<file path="src/sv/qfs_pkg.sv">
// shared types, constants and fixed-point helpers for the quaternion slerp block
package qfs_pkg;

    localparam int COMP_BITS  = 16;
    localparam int FRAC_BITS  = 14;
    localparam int IFRAC      = 26;
    localparam int BLEND_BITS = 17;
    localparam int QDEPTH     = 4;
    localparam int NSTAGE     = 25;

    typedef logic signed [31:0] t_v;

    localparam t_v VMAX   = 32'sh7fff_ffff;
    localparam t_v ONE_Q  = 32'sh0400_0000;
    localparam t_v HALF_Q = 32'sh0200_0000;
    localparam t_v K_109  = 32'sd73148662;
    localparam t_v K_0476 = 32'sd31979857;
    localparam t_v K_0090 = 32'sd6062085;
    localparam t_v K_15   = 32'sd100663296;
    localparam t_v K_S0   = 32'sd2959;
    localparam t_v K_S1   = -32'sd106522;
    localparam t_v K_S2   = 32'sd2236962;
    localparam t_v K_S3   = -32'sd22369621;

    localparam logic [BLEND_BITS-1:0] BLEND_ONE = 17'd65536;

    typedef struct packed {
        logic signed [COMP_BITS-1:0] a_x;
        logic signed [COMP_BITS-1:0] a_y;
        logic signed [COMP_BITS-1:0] a_z;
        logic signed [COMP_BITS-1:0] a_w;
        logic signed [COMP_BITS-1:0] b_x;
        logic signed [COMP_BITS-1:0] b_y;
        logic signed [COMP_BITS-1:0] b_z;
        logic signed [COMP_BITS-1:0] b_w;
        logic [BLEND_BITS-1:0]       blend;
    } t_in;

    typedef struct packed {
        logic signed [COMP_BITS-1:0] out_x;
        logic signed [COMP_BITS-1:0] out_y;
        logic signed [COMP_BITS-1:0] out_z;
        logic signed [COMP_BITS-1:0] out_w;
    } t_out;

    // working set carried down the back pipeline
    typedef struct packed {
        logic     byp;
        logic     flip;
        t_v [3:0] raw;
        t_v [3:0] a;
        t_v [3:0] b;
        t_v [3:0] q;
        t_v       acc;
        t_v       halfy;
        t_v       h;
        t_v       tmp;
        t_v       vers;
        t_v       r2;
        t_v       f1;
        t_v       f2a;
        t_v       f2b;
        t_v       sa;
        t_v       sb;
        t_v       ra;
        t_v       rb;
        t_v       wa;
        t_v       wb;
    } t_work;

    typedef struct packed {
        logic full;
        logic empty;
    } t_qstat;

    // saturating add
    function automatic t_v add(input t_v a, input t_v b);
        logic signed [32:0] s;
        s = $signed({a[31], a}) + $signed({b[31], b});
        if (s > 33'sd2147483647) return VMAX;
        if (s < -33'sd2147483647) return -VMAX;
        return s[31:0];
    endfunction

    // saturating subtract
    function automatic t_v sub(input t_v a, input t_v b);
        logic signed [32:0] s;
        s = $signed({a[31], a}) - $signed({b[31], b});
        if (s > 33'sd2147483647) return VMAX;
        if (s < -33'sd2147483647) return -VMAX;
        return s[31:0];
    endfunction

    // magnitude after clipping to the symmetric range
    function automatic logic [30:0] mag(input t_v a);
        logic [31:0] n;
        n = -a;
        if (a == 32'sh8000_0000) return 31'h7fff_ffff;
        return a[31] ? n[30:0] : a[30:0];
    endfunction

    // Q.26 product, rounded half away from zero, saturated
    function automatic t_v fmul(input t_v a, input t_v b);
        logic [61:0] p;
        logic [35:0] r;
        logic [31:0] m;
        logic        neg;
        neg = a[31] ^ b[31];
        p   = mag(a) * mag(b);
        r   = 36'((p + 62'(33554432)) >> IFRAC);
        if (r > 36'(VMAX)) r = 36'(VMAX);
        m = r[31:0];
        return neg ? -$signed(m) : $signed(m);
    endfunction

endpackage

</file>
<file path="src/sv/qfs_queue.sv">
// short register queue between the front and back parts
module qfs_queue (
    input  logic              i_clk,
    input  logic              i_rst_n,
    input  logic              i_push,
    input  qfs_pkg::t_work    i_item,
    input  logic              i_pop,
    output qfs_pkg::t_work    o_item,
    output qfs_pkg::t_qstat   o_stat
);

    localparam int DEPTH = qfs_pkg::QDEPTH;
    localparam int PW    = $clog2(DEPTH);
    localparam int CW    = $clog2(DEPTH + 1);

    qfs_pkg::t_work r_mem [DEPTH];
    logic [PW-1:0]  r_wr;
    logic [PW-1:0]  r_rd;
    logic [CW-1:0]  r_cnt;
    logic [PW-1:0]  n_wr;
    logic [PW-1:0]  n_rd;
    logic [CW-1:0]  n_cnt;

    // pointer and fill count update
    always_comb begin
        n_wr  = r_wr;
        n_rd  = r_rd;
        n_cnt = r_cnt;
        if (i_push) begin
            n_wr  = (r_wr == PW'(DEPTH - 1)) ? '0 : r_wr + 1'b1;
        end
        if (i_pop) begin
            n_rd  = (r_rd == PW'(DEPTH - 1)) ? '0 : r_rd + 1'b1;
        end
        if (i_push && !i_pop) begin
            n_cnt = r_cnt + 1'b1;
        end else if (i_pop && !i_push) begin
            n_cnt = r_cnt - 1'b1;
        end
    end

    always_ff @(posedge i_clk) begin
        if (!i_rst_n) begin
            r_wr  <= '0;
            r_rd  <= '0;
            r_cnt <= '0;
        end else begin
            r_wr  <= n_wr;
            r_rd  <= n_rd;
            r_cnt <= n_cnt;
        end
    end

    // entry storage
    always_ff @(posedge i_clk) begin
        if (i_push) begin
            r_mem[r_wr] <= i_item;
        end
    end

    assign o_item       = r_mem[r_rd];
    assign o_stat.full  = (r_cnt == CW'(DEPTH));
    assign o_stat.empty = (r_cnt == '0);

endmodule

</file>
<file path="config.mk">
export PLATFORM = sky130hd
export DESIGN_NAME = qfs_queue
export DESIGN_NICKNAME = d
export VERILOG_FILES = /design/src/sv/qfs_pkg.sv /design/src/sv/qfs_queue.sv
export SDC_FILE = /design/constraint.sdc
export NUM_CORES = 2
export LEC_CHECK = 0
export BUFFER_PORTS_ARGS = -buffer_cell sky130_fd_sc_hd__clkbuf_2
export CAP_MARGIN = 20
export CORE_AREA = 2 2 768 770
export CTS_CLUSTER_DIAMETER = 50
export DETAILED_ROUTE_END_ITERATION = 6
export DIE_AREA = 0 0 770 772
export GPL_TIMING_DRIVEN = 0
export PLACE_DENSITY = 0.48
export SLEW_MARGIN = 20
export SYNTH_ARGS = -nofsm -noshare
export SYNTH_HDL_FRONTEND = slang
export SYNTH_SLANG_ARGS = --single-unit
</file>
<file path="constraint.sdc">
create_clock -name i_clk -period 81.2 [get_ports i_clk]
set_input_delay 16.24 -clock i_clk [delete_from_list [all_inputs] [get_ports i_clk]]
set_output_delay 16.24 -clock i_clk [all_outputs]
set_load 0.05 [all_outputs]
</file>
# Word-level counts from Yosys, hierarchy flattened

Memories as Yosys holds them, arrays and structs flattened. A register that Yosys moved wholly into a read port is not among the register bits.
Index checks and enable logic that the tools add are counted.

Word-level logic and storage cells: 25
Memories kept: 1
Register bits after elaboration: 7
Memory bits (writable): 3976
Input port bits: 998
Output and inout port bits: 996

Memories:

| memory | words | bits a word | rd ports | clocked after Yosys merged registers in | wr ports | line            | text |
|---|---|---|---|---|---|---|---|
| r_mem  | 4     | 994         | 1        | 1                                       | 1        | qfs_queue.sv:16 | `qfs_pkg::t_work r_mem [DEPTH];` |

Eq/ne operators: 3
Mux-type cells: 8
Reductions and logical operators: 6
Add/sub/neg operators: 4

Operators by type and width:

| kind                  | count |
|---|---|
| $mux W2               | 4 |
| $mux W3               | 2 |
| $add A2 B1 Y2 const B | 2 |
| $eq A2 B2 Y1 const B  | 2 |
| $add A3 B1 Y3 const B | 1 |
| $eq A3 B3 Y1 const B  | 1 |
| $logic_not A3 Y1      | 1 |
| $sub A3 B1 Y3 const B | 1 |
| $logic_and A1 B1 Y1   | 2 |
| $logic_not A1 Y1      | 2 |
| $mux W1               | 2 |
| $reduce_bool A2 Y1    | 1 |

# Depth between registers and ports, before layout

Word-level depth: 4
Mapped depth: 7
Gate-level depth less buffers: 7

# Least setup slack after synthesis

OpenSTA, ideal clock, no wires.

Path kind: input to register
Start: input port i_push
End: memory r_mem[0][0] (netlist name) (enable)
Path buffers: 0
Required time: 79.707 ns
Stages: 1
Slack: 41.233 ns
Data arrival time: 38.474 ns
Library setup time: 1.493 ns
Path through: and2_1

Cells in the longest elaborated chain, start to end: 2

Ends and longest elaborated chain:

| item                          | line            | text |
|---|---|---|
| start, declared               | qfs_queue.sv:5  | `input logic i_push,` |
| $mux W1                       | qfs_queue.sv:56 | `if (i_push) begin` |
| $mux W1 (implied by the code) | qfs_queue.sv:57 | `r_mem[r_wr] <= i_item;` |
| end, declared                 | qfs_queue.sv:16 |  |

Every way passes these cells.

==> metrics <==
first-pass GRT wire length=677 mm; Port Buffers=around 2000; Root Buffer Master=clkbuf_16; Place WS=roughly 60 ns; dominant synthesized flop cell=edfxtp_1; clock tree buffer depth=4; post-layout min period=just over 20 ns; Worst EP arrival=approximately 4.2 ns; Max FO, Critical Path=10; final worst setup slack=approximately 60 ns; Warnings, synthesis=0; xor/xnor share of the synthesized area=less than 1%; Post-synth top cells=3976 x edfxtp_1, 994 x mux4_2, 99 x buf_2; die height=772 um; share of synthesized registers carrying an async set or reset=0%; DP HPWL=between 400 and 500 mm; Synth area leader=edfxtp_1; initial core utilization=24.5%; worst slew pin tran=about 1.1 ns; Slew HR=roughly a quarter; WP data required=64.96 ns; most frequent cell after synthesis=edfxtp_1; register bit total from synthesis=approximately 4000; routed length per instance=between 30 and 40 um; critical path class=register to output pin; Tcrit/Tclk final=between 20% and 30%; share of layout cells above drive strength 1=48.7%; hold endpoint=r_cnt[2]; critical path endpoint category=output pin; Fmax achieved=between 0.04 and 0.05 GHz; synthesis-to-finish area growth=26.8%; Sink Count=3985; maxcap violations=0; Hold Path Class=register to register; post-synthesis sequential area ratio=between 80 and 90%; CTS tree=built; placed cell count=around 15000; nets=approximately 9000; reg2reg start=r_wr[0]; number of global-route vias before repair=between 70000 and 80000; Synth Instances=5236; Post CTS Setup Buffer Count=0; final setup TNS=0 ns; final hold vios=0; post-cts sizing count=0; syn_area_per_cell=between 20 and 30 um^2; CP Launch Type=register; largest net degree at the start of global routing=46; Adder-Cell Fraction of Synth Area=0.0661%; Hold Path Depth=2; # setup viols final=0; dpl cell area=0.166 mm^2; worst r2r path cells=10; gpl congestion=between 0.8 and 0.9; Pleak=60.2 nW; post-route insts no fill=roughly 16000; EDFF count, synth=around 4000; post-route cell area=0.182 mm^2; worst hold path startpoint=r_cnt[2]; post-synth net total=around 6200; clk_skew=0.0722 ns; initial antenna violation count=261; DRT Wirelength=~520 mm; DR vias=~71000; VDD IR max=between 0.00002 and 0.000025 V; Placeable Area=just under 0.6 mm^2; Synth Area in Compound Gates=less than 1%; DR iter-0 viols=7183; CTS Buf Count=about 470; DRC Markers=0; Pwr Density=approximately 28 mW/mm^2; R2R Setup Slk=77.63 ns; multiplexer share of the synthesized area=approximately 16%; Distinct cells, synth=23; main combinational cell family by area after synthesis=multiplexers; status=completed; Die X-Extent=around 770 um; htree depth=5; Synth area leaders=edfxtp_1 83%, mux4_2 16%, buf_6 0.58%; Post-CTS Hold Fix Bufs=0; row count=282; global-route congestion overflow total=0; R2R Path End=r_mem[2][58]; Synth top area share=83.0%; clock transition at the registers of the reported paths=around 0.06 ns; DRT antenna net count=0; vias per cell=~4.4; Slew Limit Fails=0; simple-gate share of the synthesized area=less than 1%; Clk Latency, worst-skew pair=0.99 ns; filler instances=~56000; Synth Cell Area=roughly 0.14 mm^2; RSZ-0062 raised after global routing=no; Die ar.=just under 0.6 mm^2; I/O pins=1994; drt first pass iters=5; Overall Global Routing Usage=16.9%
## cell type report
class | instances | area (um^2) | area share (%)
Buffer | 222 | 1560 | 0.856
Sequential cell | 3985 | 120000 | 65.6
Clock buffer | 532 | 12000 | 6.56
Antenna cell | 84 | 210 | 0.115
Clock inverter | 339 | 3650 | 2.00
Timing Repair Buffer | 2105 | 12900 | 7.07
Tap cell | 7810 | 9770 | 5.36
Inverter | 4 | 15.0 | 0.00824
Multi-Input combinational cell | 1025 | 22700 | 12.4
## placed cells by master (no fill, tap or decap), drive strengths merged
master,n
nor3,2
ha,6
mux4,994
or3,1
buf,322
o21a,1
clkinv,213
nor2,1
dfxtp,9
xnor2,1
and2,5
bufinv,45
nor3b,1
a21boi,1
inv,53
nor2b,5
edfxtp,3976
fa,1
clkinvlp,32
mux2i,4
xor2,1
diode,84
o21ai,1
clkbuf,2537
## worst max-delay path by stage
stage | from | to | slack, ns | depth (start not counted)
3_5_place_dp | i_push | r_mem[2][424] | 61.61 | 9
4_1_cts | register | o_item[716] | 60.44 | 6
6_report | register | o_item[716] | 60.77 | 6
2_1_floorplan | i_push | r_mem[0][0] | 41.23 | 1
5_1_grt | register | o_item[716] | 60.44 | 6
3_3_place_gp | i_push | r_mem[2][750] | 18.61 | 2
## metrics by stage
stage               utilization [%]  power (mW)  hold WS [ns]
global placement               27.9        3.31         0.527
global route                   31.0        5.33         0.569
floorplan                         -        2.94         0.472
finish                         31.0        5.17         0.535
CTS                            31.0        5.24         0.533
detailed placement             28.4        3.14         0.526
## logic make-up (layout without fill, tap and decap cells)
| logic type | count (synthesis) | after routing |
|---|---|---|
| AOI/OAI and AO/OA | 3 | 3 |
| xor gates and xnor gates | 2 | 2 |
| adders and majority gates | 7 | 7 |
| buffers and inverters | 226 | 3202 |
| DFF | 3985 | 3985 |
| muxes | 998 | 998 |
| other | 0 | 84 |
| and+or+nand+nor | 15 | 15 |
## registers in the layout, summed over array words and instances (netlist names), named ones only
signal	flops
r_rd	2
r_mem	3976
r_wr	2
r_cnt	3
## power breakdown
part,internal [mW],switching (mW)
clock network,1.21,0.880
registers,2.36,0.0173
logic,0.177,0.523
total,3.75,1.42
## worst max-delay path, stage by stage, from the launching register on
cell	delay, ns
dfxtp_1	0.30
buf_2	0.12
buf_4	0.49
clkbuf_1	0.59
buf_2	0.71
mux4_2	0.33
clkbuf_2	0.49
## routing by layer
metal	wire (um)	GRT usage, %
met5	1130	0
met4	16100	4.51
met3	60500	7.22
met2	245000	27.3
met1	199000	20.6
Power figures use the tool's default switching activity.
