[src/sv/qfs_pkg.sv]
// shared types, constants and fixed-point helpers for the quaternion slerp block
package qfs_pkg;

    localparam int COMP_BITS  = 16;
    localparam int FRAC_BITS  = 14;
    localparam int IFRAC      = 26;
    localparam int BLEND_BITS = 17;
    localparam int QDEPTH     = 4;
    localparam int NSTAGE     = 25;

    typedef logic signed [31:0] t_v;

    localparam t_v VMAX   = 32'sh7fff_ffff;
    localparam t_v ONE_Q  = 32'sh0400_0000;
    localparam t_v HALF_Q = 32'sh0200_0000;
    localparam t_v K_109  = 32'sd73148662;
    localparam t_v K_0476 = 32'sd31979857;
    localparam t_v K_0090 = 32'sd6062085;
    localparam t_v K_15   = 32'sd100663296;
    localparam t_v K_S0   = 32'sd2959;
    localparam t_v K_S1   = -32'sd106522;
    localparam t_v K_S2   = 32'sd2236962;
    localparam t_v K_S3   = -32'sd22369621;

    localparam logic [BLEND_BITS-1:0] BLEND_ONE = 17'd65536;

    typedef struct packed {
        logic signed [COMP_BITS-1:0] a_x;
        logic signed [COMP_BITS-1:0] a_y;
        logic signed [COMP_BITS-1:0] a_z;
        logic signed [COMP_BITS-1:0] a_w;
        logic signed [COMP_BITS-1:0] b_x;
        logic signed [COMP_BITS-1:0] b_y;
        logic signed [COMP_BITS-1:0] b_z;
        logic signed [COMP_BITS-1:0] b_w;
        logic [BLEND_BITS-1:0]       blend;
    } t_in;

    typedef struct packed {
        logic signed [COMP_BITS-1:0] out_x;
        logic signed [COMP_BITS-1:0] out_y;
        logic signed [COMP_BITS-1:0] out_z;
        logic signed [COMP_BITS-1:0] out_w;
    } t_out;

    // working set carried down the back pipeline
    typedef struct packed {
        logic     byp;
        logic     flip;
        t_v [3:0] raw;
        t_v [3:0] a;
        t_v [3:0] b;
        t_v [3:0] q;
        t_v       acc;
        t_v       halfy;
        t_v       h;
        t_v       tmp;
        t_v       vers;
        t_v       r2;
        t_v       f1;
        t_v       f2a;
        t_v       f2b;
        t_v       sa;
        t_v       sb;
        t_v       ra;
        t_v       rb;
        t_v       wa;
        t_v       wb;
    } t_work;

    typedef struct packed {
        logic full;
        logic empty;
    } t_qstat;

    // saturating add
    function automatic t_v add(input t_v a, input t_v b);
        logic signed [32:0] s;
        s = $signed({a[31], a}) + $signed({b[31], b});
        if (s > 33'sd2147483647) return VMAX;
        if (s < -33'sd2147483647) return -VMAX;
        return s[31:0];
    endfunction

    // saturating subtract
    function automatic t_v sub(input t_v a, input t_v b);
        logic signed [32:0] s;
        s = $signed({a[31], a}) - $signed({b[31], b});
        if (s > 33'sd2147483647) return VMAX;
        if (s < -33'sd2147483647) return -VMAX;
        return s[31:0];
    endfunction

    // magnitude after clipping to the symmetric range
    function automatic logic [30:0] mag(input t_v a);
        logic [31:0] n;
        n = -a;
        if (a == 32'sh8000_0000) return 31'h7fff_ffff;
        return a[31] ? n[30:0] : a[30:0];
    endfunction

    // Q.26 product, rounded half away from zero, saturated
    function automatic t_v fmul(input t_v a, input t_v b);
        logic [61:0] p;
        logic [35:0] r;
        logic [31:0] m;
        logic        neg;
        neg = a[31] ^ b[31];
        p   = mag(a) * mag(b);
        r   = 36'((p + 62'(33554432)) >> IFRAC);
        if (r > 36'(VMAX)) r = 36'(VMAX);
        m = r[31:0];
        return neg ? -$signed(m) : $signed(m);
    endfunction

endpackage

[src/sv/qfs_front.sv]
// front part: takes beats, sorts out the special cases, scales the inputs
module qfs_front #(
    parameter int FRAC_BITS = qfs_pkg::FRAC_BITS
) (
    input  logic             i_clk,
    input  logic             i_rst_n,
    input  logic             i_valid,
    output logic             o_stall,
    input  qfs_pkg::t_in     i_data,
    output logic             o_push,
    output qfs_pkg::t_work   o_item,
    input  qfs_pkg::t_qstat  i_qst
);

    localparam int CB  = qfs_pkg::COMP_BITS;
    localparam int LSH = (FRAC_BITS <= qfs_pkg::IFRAC) ? qfs_pkg::IFRAC - FRAC_BITS : 0;
    localparam int RSH = (FRAC_BITS > qfs_pkg::IFRAC) ? FRAC_BITS - qfs_pkg::IFRAC : 1;

    // component to Q.26, saturated
    function automatic qfs_pkg::t_v to_q26(input logic signed [CB-1:0] c);
        logic signed [63:0] w;
        logic [63:0]        m;
        if (FRAC_BITS <= qfs_pkg::IFRAC) begin
            w = 64'(c) <<< LSH;
        end else begin
            m = c[CB-1] ? 64'(-64'(c)) : 64'(c);
            m = (m + (64'd1 << (RSH - 1))) >> RSH;
            w = c[CB-1] ? -$signed(m) : $signed(m);
        end
        if (w > 64'sd2147483647) w = 64'sd2147483647;
        if (w < -64'sd2147483647) w = -64'sd2147483647;
        return w[31:0];
    endfunction

    logic                        r_fv;
    qfs_pkg::t_work              r_f;
    qfs_pkg::t_work              n_item;
    logic                        accept;
    logic                        push;
    logic                        same;
    logic                        pick_a;
    logic [qfs_pkg::BLEND_BITS-1:0] bl;
    logic signed [CB-1:0]        ca [4];
    logic signed [CB-1:0]        cb [4];
    qfs_pkg::t_v                 d;
    qfs_pkg::t_v                 u;
    qfs_pkg::t_v                 u2;

    assign ca[0] = i_data.a_x;
    assign ca[1] = i_data.a_y;
    assign ca[2] = i_data.a_z;
    assign ca[3] = i_data.a_w;
    assign cb[0] = i_data.b_x;
    assign cb[1] = i_data.b_y;
    assign cb[2] = i_data.b_z;
    assign cb[3] = i_data.b_w;

    // classify and prepare the beat
    always_comb begin
        bl     = (i_data.blend > qfs_pkg::BLEND_ONE) ? qfs_pkg::BLEND_ONE : i_data.blend;
        same   = (ca[0] == cb[0]) && (ca[1] == cb[1]) && (ca[2] == cb[2]) && (ca[3] == cb[3]);
        pick_a = (bl == '0) || same;
        d      = $signed({5'd0, bl, 10'd0}) - qfs_pkg::HALF_Q;
        u      = d[31] ? -d : d;
        u2     = u + u;
        n_item = '0;
        n_item.byp = pick_a || (bl == qfs_pkg::BLEND_ONE);
        for (int i = 0; i < 4; i++) begin
            n_item.raw[i] = pick_a ? 32'(ca[i]) : 32'(cb[i]);
            n_item.a[i]   = to_q26(ca[i]);
            n_item.b[i]   = to_q26(cb[i]);
        end
        n_item.f2a = u - d;
        n_item.f2b = d + u;
        n_item.f1  = qfs_pkg::ONE_Q - u2;
        n_item.sa  = qfs_pkg::ONE_Q - u2;
        n_item.sb  = u2;
    end

    // handshake
    assign push    = r_fv && !i_qst.full;
    assign o_stall = r_fv && i_qst.full;
    assign accept  = i_valid && !o_stall;

    always_ff @(posedge i_clk) begin
        if (!i_rst_n) begin
            r_fv <= 1'b0;
        end else begin
            r_fv <= accept || (r_fv && !push);
        end
        if (accept) begin
            r_f <= n_item;
        end
    end

    assign o_push = push;
    assign o_item = r_f;

endmodule

[config.mk]
export PLATFORM = sky130hd
export DESIGN_NAME = qfs_front
export DESIGN_NICKNAME = d
export VERILOG_FILES = /design/src/sv/qfs_pkg.sv /design/src/sv/qfs_front.sv
export SDC_FILE = /design/constraint.sdc
export NUM_CORES = 1
export LEC_CHECK = 0
export ABC_AREA = 1
export BUFFER_PORTS_ARGS = -buffer_cell sky130_fd_sc_hd__buf_4
export CAP_MARGIN = 20
export CELL_PAD_IN_SITES_DETAIL_PLACEMENT = 1
export CELL_PAD_IN_SITES_GLOBAL_PLACEMENT = 1
export CORE_AREA = 2 2 447 449
export DETAILED_ROUTE_END_ITERATION = 10
export DIE_AREA = 0 0 449 451
export PLACE_DENSITY_LB_ADDON = 0.2
export SYNTH_ARGS = -nofsm -noshare
export SYNTH_HDL_FRONTEND = slang
export SYNTH_SLANG_ARGS = --single-unit
[constraint.sdc]
create_clock -name i_clk -period 41.1 [get_ports i_clk]
set_input_delay 8.22 -clock i_clk [delete_from_list [all_inputs] [get_ports i_clk]]
set_output_delay 8.22 -clock i_clk [all_outputs]
set_load 0.02 [all_outputs]
== After elaboration in Yosys (flattened, before gate mapping) ==
Cells that the tools add are included.
Widths: inputs -> output; s select.
Word-level totals
  register bits: 514
  latch bits: 0
  memory bits (writable): 0
  memory bits (read-only): 0
  input port bits: 150
  output and inout port bits: 996
  logic and storage cells: 74
  memories: 0
Cells by class
  $add $sub $neg: 6
  multipliers: 0
  divide/modulo/power cells: 0
  $lt $le $gt $ge: 17
  equal/unequal tests: 5
  shift operators: 0
  muxes and demuxes: 14
  bitwise gates (word level): 0
  reductions and logical operators: 14
Operators by type and width (number)
  $lt 64x32->1 const B: 8
  $mux 64: 8
  $gt 28x32->1 const B: 8
  $mux 32: 5
  $eq 16x16->1: 4
  $add 28x32->32: 1
  $add 32x32->32: 1
  $neg 28->32: 1
  $sub 28x32->32 const A: 1
  $sub 32x28->32: 1
  $sub 27x26->28 const B: 1
  $eq 17x17->1 const B: 1
  $gt 17x17->1 const B: 1
  $logic_not 17->1: 1
  $mux 17: 1
  $logic_and 1x1->1: 7
  $logic_not 1->1: 3
  $logic_or 1x1->1: 3

== Longest topological paths before layout ==
Gate-level depths: netlist of run 1.
  word-level depth: 7
  gate-level depth with buffers: 27

== Worst setup path before layout of run 1 ==
OpenSTA, ideal clock, no wires.
  path kind: input to register
  start: in i_qst[1] (netlist bit)
  end: reg r_f, in the netlist o_item[139], enable pin
  library setup time: 0.919 ns
  arrival time: 19.837 ns
  setup slack: 20.344 ns
  stages on the path: 3
  cell sequence: nand2_1 inv_1 nor2_1
Between the ends
  cells in the longest elaborated chain, start to end: 3
Ends and longest elaborated chain
  start, declared: RTL line qfs_front.sv:12  | input qfs_pkg::t_qstat i_qst
  $logic_and 1x1->1: RTL line qfs_front.sv:82  | assign o_stall = r_fv && i_qst.full;
  named net o_stall: RTL line qfs_front.sv:8  | output logic o_stall,
  $logic_not 1->1: RTL line qfs_front.sv:83  | assign accept = i_valid && !o_stall;
  $logic_and 1x1->1: RTL line qfs_front.sv:83
  named net accept: RTL line qfs_front.sv:38  | logic accept;
  end signal, assigned: RTL line qfs_front.sv:92  | r_f <= n_item;
  end, declared: RTL line qfs_front.sv:36  | qfs_pkg::t_work r_f;
The timed path passes the listed nets, and every way through them passes these cells.
A chain may end at the register's enable or synchronous reset.

== Final worst setup path of run 1 ==
  start: in i_qst[1] (netlist bit)
  end: out o_stall
Between the ends
  cells in the longest elaborated chain, start to end: 1
Ends and longest elaborated chain (RTL line)
  $logic_and 1x1->1: qfs_front.sv:82
  end, declared: qfs_front.sv:8
Every way passes these cells.

==> results.md, run 1 <==
- Drt drc: 0
- Total grt overflow: 0
- Syn Inst Count: 1,812
- Area leader, netlist: edfxtp_1
- CP startpoint: i_qst[1]
- Cell variety after synth: 47
- CTS tree: done
- First-pass GRT wire length: 105,000 µm
- Layout cell share with drive strength beyond 1: 28.5%
- Post-cts resize count: 0
- CTS clk-pin slew, worst paths: 0.05 ns
- Setup TNS: 0 ns
- Final Hold Fails: 0
- Hold_sp: r_fv$_SDFF_PN0_
- Kind of start point of the critical path: input pin
- Post-CTS Hold Buffers: 0
- Largest net degree at the start of global routing: 61
- Sequential fraction of the synthesis area: 45.6%
- Wire length per cell: 16.2 µm
- Die Ht: 451 µm
- Post-synth EDFFs: 276
- Fin util: 12.0%
- Fmax: 59.3 MHz
- VDD IR max: 0.0000263 V
- DRT Wirelength: 80,200 µm
- Final clock skew: 0.0300 ns
- Port-buffer cells: 544
- Routed vias: 12,000
- Async SR Flop Fraction: 0%
- Crit. End Element: primary output
- Starting DRT DRC Count: 340
- Count leader, synth: buf_4
- Nets: 2,453
- Gpl congestion: 0.708
- First-pass iteration count of the detailed router: 4
- Minimum clock period: 16.87 ns
- Initial antenna violation count: 13
- Top_reg_cell synth: edfxtp_1
- Placeable core area: 198,000 µm²
- Top post-synthesis cells by area: edfxtp_1 (46%), buf_4 (30%), nand2_1 (5.5%)
- Unrepaired setup endpoints after global routing: false
- Worst-path fanout max: 2
- Slew Limit Fails: 0
- R2R Setup Slk: 37.58 ns
- DP Worst Slack: 24.23 ns
- Critical Setup Path Class: in2out
- Vias in the first global route: 12,100
- CTS buffer count: 42
- Vias per cell: 2.42
- Die Span X: 449 µm
- Synthesis Warnings: 0
- Post-CTS setup buffers: 0
- Area Overhead vs Synth: 30.4%
- Site row count: 164
- Leak Pwr: 10.4 nW
- CTS sink cnt: 277
- Most frequent cells after synthesis: buf_4 (718), edfxtp_1 (276), nand2_1 (265)
- Clock root buffer: clkbuf_16
- Worst Path Arrival: 8.65 ns
- Die area: 202,000 µm²
- Clk buf depth: 3
- Status: complete, no violations
- Htree depth: 2
- Ports: 1,146
- Final period utilization: 41.0%
- Later-pin clock latency in the skew report: 0.62 ns
- Post-route ant nets: 0
- DP HPWL: 65,700 µm
- Power Density: 40.6 nW/µm²
- # fillers: 23,500
- Worst-margin pin slew: 0.902 ns
- Area of the mapped netlist: 18,200 µm²
- Final setup fails: 0
- Max-Cap Viols: 0
- Synthesized area per cell: 10.0 µm²
- Worst endpoint required time: 32.88 ns
- Total GRT Usage: 7.50%
- Top-area cell type share of the netlist area: 45.5%
- Worst hold path class: reg2reg
- Slew margin rel.: 39.7%
- Yosys reg bits: 277
- Setup ws final: 24.23 ns
- Reg2reg start: r_fv$_SDFF_PN0_
- Initial Utilization: 9.18%
## final cells by class
| type | instances | area (µm²) | share of cell area, % |
|---|---|---|---|
| clock buffer | 52 | 1110 | 4.67 |
| sequential | 277 | 8310 | 35.0 |
| inverter | 90 | 338 | 1.42 |
| antenna | 2 | 5.00 | 0.0211 |
| tap | 2656 | 3320 | 14.0 |
| clock inverter | 24 | 250 | 1.05 |
| multi-input combinational | 1300 | 6250 | 26.3 |
| timing repair buffer | 555 | 4170 | 17.5 |
## sequential cells by signal, indices dropped and copies added, names as in the netlist
name,count
o_item,276
r_fv,1
## logic make-up after synthesis
family          count (synthesis)  synth area share [%]
xor+xnor                      100                  4.85
simple gates                  467                  11.3
fa+ha+maj                      37                  2.58
other cells                     1                0.0206
buf+inv                       838                  32.6
compound gates                 92                  3.02
flops                         277                  45.6
## metrics by stage
step	cell area, µm²	std cells	hold WS [ns]	total power [mW]
2_1_floorplan	20500	2415	0.470	0.554
3_3_place_gp	22400	4878	0.505	0.609
3_5_place_dp	22400	4878	0.523	0.608
4_1_cts	23700	4954	0.530	0.999
5_1_grt	23700	4955	0.558	1.02
6_report	23700	4956	0.524	0.964
## layout by cell type (no fill, tap or decap), types with 5 or more instances in the layout
| cell | Yosys | final |
|---|---|---|
| nor2_4 | 4 | 5 |
| o211ai_1 | 5 | 5 |
| clkbuf_16 | 0 | 43 |
| xor2_1 | 49 | 49 |
| nor4_1 | 7 | 7 |
| ha_1 | 36 | 36 |
| o21ai_0 | 18 | 18 |
| nor2_2 | 7 | 7 |
| inv_1 | 86 | 86 |
| conb_1 | 1 | 604 |
| edfxtp_1 | 276 | 276 |
| nand2_1 | 265 | 264 |
| xnor2_1 | 50 | 50 |
| clkinv_1 | 0 | 6 |
| clkbuf_1 | 7 | 9 |
| a21oi_1 | 42 | 42 |
| nand4_1 | 14 | 14 |
| nand2_4 | 3 | 6 |
| clkinv_2 | 0 | 7 |
| nor2_1 | 48 | 47 |
| o21ai_1 | 8 | 8 |
| buf_4 | 718 | 555 |
| nand2_2 | 8 | 6 |
| nand3_1 | 102 | 102 |
## routing by layer
layer	vias up	wire (µm)	global-route usage (%)	part of all wire [%]
met1	5777	28100	7.51	35
met2	611	45700	15.1	57
met4	0	1520	1.79	1.9
li1	5534	-	-	-
met3	83	4880	1.99	6.1
met5	-	0	0	0
## worst max-delay path, cell delays in order
cell and delay [ns]:
buf_4 0.11, nand2_1 0.07, inv_1 0.08, buf_4 0.16
## final timing paths
path,endpoint,depth (start not counted)
setup / recovery,o_stall,4
hold / removal,r_fv$_SDFF_PN0_,2
setup reg to reg,o_item[150]$_DFFE_PP_,6
hold reg to reg,r_fv$_SDFF_PN0_,2
## power breakdown
group | internal (mW) | switching [mW]
clock | 0.217 | 0.154
combinational | 0.0658 | 0.176
sequential | 0.341 | 0.0110
(Power assumes the default switching activity.)
==> inputs of run 2 (changes only) <==
--- a/config.mk
+++ b/config.mk
@@ -10,9 +10,9 @@
 export CAP_MARGIN = 20
 export CELL_PAD_IN_SITES_DETAIL_PLACEMENT = 1
 export CELL_PAD_IN_SITES_GLOBAL_PLACEMENT = 1
-export CORE_AREA = 2 2 447 449
+export CORE_AREA = 2 2 441 443
 export DETAILED_ROUTE_END_ITERATION = 10
-export DIE_AREA = 0 0 449 451
+export DIE_AREA = 0 0 443 445
 export PLACE_DENSITY_LB_ADDON = 0.2
 export SYNTH_ARGS = -nofsm -noshare
 export SYNTH_HDL_FRONTEND = slang
==> constraint.sdc (replaced) <==
create_clock -name i_clk -period 15.73 [get_ports i_clk]
set_input_delay 3.146 -clock i_clk [delete_from_list [all_inputs] [get_ports i_clk]]
set_output_delay 3.146 -clock i_clk [all_outputs]
set_load 0.02 [all_outputs]
==> results.md, run 2 (synthesized netlist as in run 1, its figures left out) <==
- Power Density: 102 nW/µm²
- Worst-margin pin slew: 0.884 ns
- Total GRT Usage: 7.58%
- Slew margin rel.: 41.0%
- Final Cell Area: 23,400 µm²
- Layout cell share with drive strength beyond 1: 28.3%
- Fin util: 12.2%
- Worst path slowest cell: ha_1
- Fmax: 138 MHz
- Post-CTS Hold Buffers: 0
- Minimum clock period: 7.22 ns
- First-pass iteration count of the detailed router: 5
- Die area: 197,000 µm²
- Tot Pwr: 2.38 mW
- Post-route ant nets: 0
- CTS tree: done
- Unrepaired setup endpoints after global routing: false
- Status: complete, no violations
- DP HPWL: 65,800 µm
- Commonest cells after routing, fill and taps aside: conb_1 (604), buf_4 (554), edfxtp_1 (276), nand2_1 (264), nand3_1 (102)
- Final setup fails: 0
- Worst Path Arrival: 7.53 ns
- Htree depth: 2
- Later-pin clock latency in the skew report: 0.60 ns
- Worst hold path class: reg2reg
- Final period utilization: 45.9%
- Ports: 1,146
- Clk buf depth: 3
- Die Span X: 443 µm
- Starting DRT DRC Count: 413
- Crit. End Element: register
- First-pass GRT wire length: 103,000 µm
- Hold slack: 0.508 ns
- Post-cts resize count: 0
- Max reg flops: 276
- Vias in the first global route: 12,100
- Leading cell type in the layout, fill and taps excluded: conb_1
- Initial Utilization: 9.48%
- Initial antenna violation count: 10
- Kind of start point of the critical path: input pin
- Port-buffer cells: 544
- Placeable core area: 192,000 µm²
- Setup TNS: 0 ns
- Wire length per cell: 16.5 µm
- Total grt overflow: 0
- Worst endpoint required time: 16.04 ns
- Nets: 2,450
- Slew Limit Fails: 0
- Final Hold Fails: 0
- Worst path top cell family by delay: simple AND/OR/NAND/NOR gates
- Area Overhead vs Synth: 28.4%
- Max-Cap Viols: 0
- Most used cell along the critical path: nand2_1
- Gpl congestion: 0.693
- Die Ht: 445 µm
- CTS clk-pin slew, worst paths: 0.05 ns
- Worst-path fanout max: 25
- VDD IR max: 0.0000587 V
- Placement Cell Area: 22,200 µm²
- Routed vias: 11,900
- DRT Wirelength: 79,500 µm
- Site row count: 161
- Largest net degree at the start of global routing: 61
- Final clock skew: 0.0288 ns
- R2R Setup Slk: 13.12 ns
- Post-CTS setup buffers: 0
- Critical Setup Path Class: in2reg
- CTS sink cnt: 277
- Crit path buf inv count: 3
- Drt drc: 0
- CTS buffer count: 39
- Clock root buffer: clkbuf_16
- Crit-path max cell delay: 0.53 ns
- Crit path cell chain: buf_4, nor2_1, nand2_1, nor2_1, nand2_2, nand2_4, nand2_2, ha_1, nand2_1, inv_1, nand2_1, nand2_1, nand2_1, nand2_1, ha_1, inv_1, a21oi_1, o21ai_0, a21oi_1, o21ai_1, a21oi_1, o211ai_1, xor2_1
- Leak Pwr: 10.3 nW
- Vias per cell: 2.48
## run 2: changes by cell type in the layout (fill, tap and decap cells not counted), sizes merged
cell / change
clkbuf: -6
bufinv: -4
clkinv: -3
inv: +2
diode: +1
## run 2: cell type report
| type | count | area, µm² |
|---|---|---|
| clock buffer | 46 | 1020 |
| multi-input combinational | 1300 | 6250 |
| antenna | 3 | 7.51 |
| fill | 22700 | 169000 |
| clock inverter | 19 | 118 |
| timing repair buffer | 555 | 4160 |
| tap | 2526 | 3160 |
| inverter | 90 | 338 |
| sequential | 277 | 8310 |
## run 2: tightest hold or removal path: stages (launching register included)
cell,delay (ns)
dfxtp_1,0.30
nand2_1,0.07
a21boi_0,0.08
## run 2: final timing paths
kind | startpoint | endpoint | cells after the start
setup / recovery | i_data[14] | o_item[219]$_DFFE_PP_ | 23
hold reg to reg | r_fv$_SDFF_PN0_ | r_fv$_SDFF_PN0_ | 2
setup reg to reg | r_fv$_SDFF_PN0_ | o_item[665]$_DFFE_PP_ | 5
hold / removal | r_fv$_SDFF_PN0_ | r_fv$_SDFF_PN0_ | 2
## run 2: power by group
group / total (mW) / internal [mW] / switching (mW) / leakage (nW)
Clock: 0.829 / 0.464 / 0.365 / 0.553
Combinational: 0.628 / 0.172 / 0.456 / 7.05
Sequential: 0.920 / 0.890 / 0.0301 / 2.68
Total: 2.38 / 1.53 / 0.851 / 10.3
## run 2: per-layer routing
layer / part of all wire [%] / vias to the layer above / GRT usage (%) / wire length, µm
li1: - / 5511 / - / -
met1: 34 / 5740 / 7.40 / 27100
met2: 57 / 599 / 15.4 / 45600
met3: 6.2 / 78 / 1.93 / 4950
met4: 2.2 / 4 / 2.16 / 1780
met5: 0.034 / - / 0 / 27
## run 2: stage by stage
stage	worst slack, ns	instances
2_1_floorplan	0.0480	2415
3_3_place_gp	7.61	4747
3_5_place_dp	7.68	4747
4_1_cts	8.32	4812
5_1_grt	8.07	4814
6_report	8.51	4816
==> inputs of run 3 (changes only) <==
==> constraint.sdc (replaced) <==
create_clock -name i_clk -period 7.2 [get_ports i_clk]
set_input_delay 1.44 -clock i_clk [delete_from_list [all_inputs] [get_ports i_clk]]
set_output_delay 1.44 -clock i_clk [all_outputs]
set_load 0.02 [all_outputs]
==> results.md, run 3 (synthesized netlist as in run 1, its figures left out) <==
- Slew margin rel.: 30.8%
- Status: complete, no violations
- Minimum clock period: 5.14 ns
- Final period utilization: 71.4%
- Clk buf depth: 3
- Critical Setup Path Class: in2reg
- Final setup fails: 0
- FF-to-FF path depth: 4
- CP startpoint: i_data[14]
- Worst path top cell family by delay: compound AO/OA/AOI/OAI gates
- Met3 GRT Util: 2.11%
- CTS clk-pin slew, worst paths: 0.05 ns
- Commonest cells after routing, fill and taps aside: conb_1 (604), buf_4 (561), edfxtp_1 (276), nand2_1 (264), nand3_1 (102)
- DRT Wirelength: 80,800 µm
- Max reg flops: 276
- Vias in the first global route: 12,000
- Site row count: 161
- Later-pin clock latency in the skew report: 0.60 ns
- Fmax: 194 MHz
- Htree depth: 2
- Gpl congestion: 0.698
- Final clock skew: 0.0117 ns
- Slew Limit Fails: 0
- Leading cell type in the layout, fill and taps excluded: conb_1
- Unrepaired setup endpoints after global routing: false
- Worst hold path class: reg2reg
- Worst-path fanout max: 7
- Kind of start point of the critical path: input pin
- Final Hold Fails: 0
- Post-CTS setup buffers: 0
- Initial Utilization: 9.48%
- Met1 Use GR: 7.59%
- Wire length per cell: 16.7 µm
- Area Overhead vs Synth: 29.9%
- Placeable core area: 192,000 µm²
- Total GRT Usage: 7.71%
- Most used cell along the critical path: nand2_1
- Hold path cells: 2
- Hold slack: 0.499 ns
- Leak Pwr: 10.4 nW
- Post-cts resize count: 0
- DP Worst Slack: 1.30 ns
- Drt drc: 0
- Die Ht: 445 µm
- Worst endpoint required time: 7.53 ns
- Die Span X: 443 µm
- CP Depth: 24
- CTS tree: done
- Crit path buf inv count: 4
- CTS buffer count: 44
- Total grt overflow: 0
- GRT busiest layer: met2
- Die area: 197,000 µm²
- Starting DRT DRC Count: 428
- M2 GR Usage: 15.4%
- Worst-margin pin slew: 1.04 ns
- Max-Cap Viols: 0
- First-pass iteration count of the detailed router: 4
- Placement Cell Area: 22,300 µm²
- Setup TNS: 0 ns
- VDD IR max: 0.000144 V
- Port-buffer cells: 544
- First-pass GRT wire length: 105,000 µm
- Initial antenna violation count: 12
- Crit path cell chain: buf_4, nor2_1, nand2_1, nor2_1, nand2_2, nand2_4, nand2_2, ha_1, nand2_1, inv_1, nand2_1, nand2_1, nand2_1, nand2_1, buf_4, ha_1, inv_1, a21oi_1, o21ai_0, a21oi_1, o21ai_1, a21oi_1, o211ai_1, xor2_1
- Ports: 1,146
- Nets: 2,463
- Final Cell Area: 23,700 µm²
- Crit. End Element: register
- Routed vias: 12,000
- Post-CTS Hold Buffers: 0
- Worst Path Arrival: 5.47 ns
- Reg2reg start: r_fv$_SDFF_PN0_
- Power Density: 232 nW/µm²
- Post-route ant nets: 0
- Largest net degree at the start of global routing: 125
- CTS sink cnt: 277
- Worst path slowest cell: ha_1
- Tot Pwr: 5.48 mW
- Clock root buffer: clkbuf_16
- Layout cell share with drive strength beyond 1: 28.7%
- Setup ws final: 2.06 ns
- Vias per cell: 2.48
- Hold_sp: r_fv$_SDFF_PN0_
- Crit-path max cell delay: 0.46 ns
- DP HPWL: 66,500 µm
## run 3: worst paths after layout
kind / endpoint / slack [ns]
setup / recovery: o_item[219]$_DFFE_PP_ / 2.06
hold / removal: r_fv$_SDFF_PN0_ / 0.50
setup reg to reg: o_item[856]$_DFFE_PP_ / 5.03
hold reg to reg: r_fv$_SDFF_PN0_ / 0.50
## run 3: layer usage
layer  vias up  part of all wire [%]
met5         -                 0.038
met4         4                   2.4
met3        92                   6.5
met2       628                    57
met1      5703                    34
li1       5545                     -
## run 3: stage by stage
step | util [%] | std cells
after floorplan | - | 2415
after global placement | 11.6 | 4756
after detailed placement | 11.6 | 4756
after CTS | 12.3 | 4829
after global routing | 12.3 | 4830
final | 12.3 | 4833
## run 3: power breakdown
part | internal [mW] | switching [mW] | total, mW
combinational | 0.383 | 1.00 | 1.39
clock | 1.22 | 0.863 | 2.08
sequential | 1.95 | 0.0636 | 2.01
## run 3: cell type report
| type | instances | area, µm² |
|---|---|---|
| Clock buffer | 51 | 1130 |
| Inverter | 90 | 338 |
| Timing Repair Buffer | 563 | 4250 |
| Sequential cell | 277 | 8310 |
| Tap cell | 2526 | 3160 |
| Antenna cell | 4 | 10.0 |
| Multi-Input combinational cell | 1300 | 6250 |
| Fill cell | 22800 | 168000 |
| Clock inverter | 22 | 204 |
## run 3: worst register-to-register path: stages (launching register included)
cell     delay, ns
dfxtp_1       0.30
nand2_1       0.08
inv_1         0.08
nor2_4        0.44
buf_12        0.50
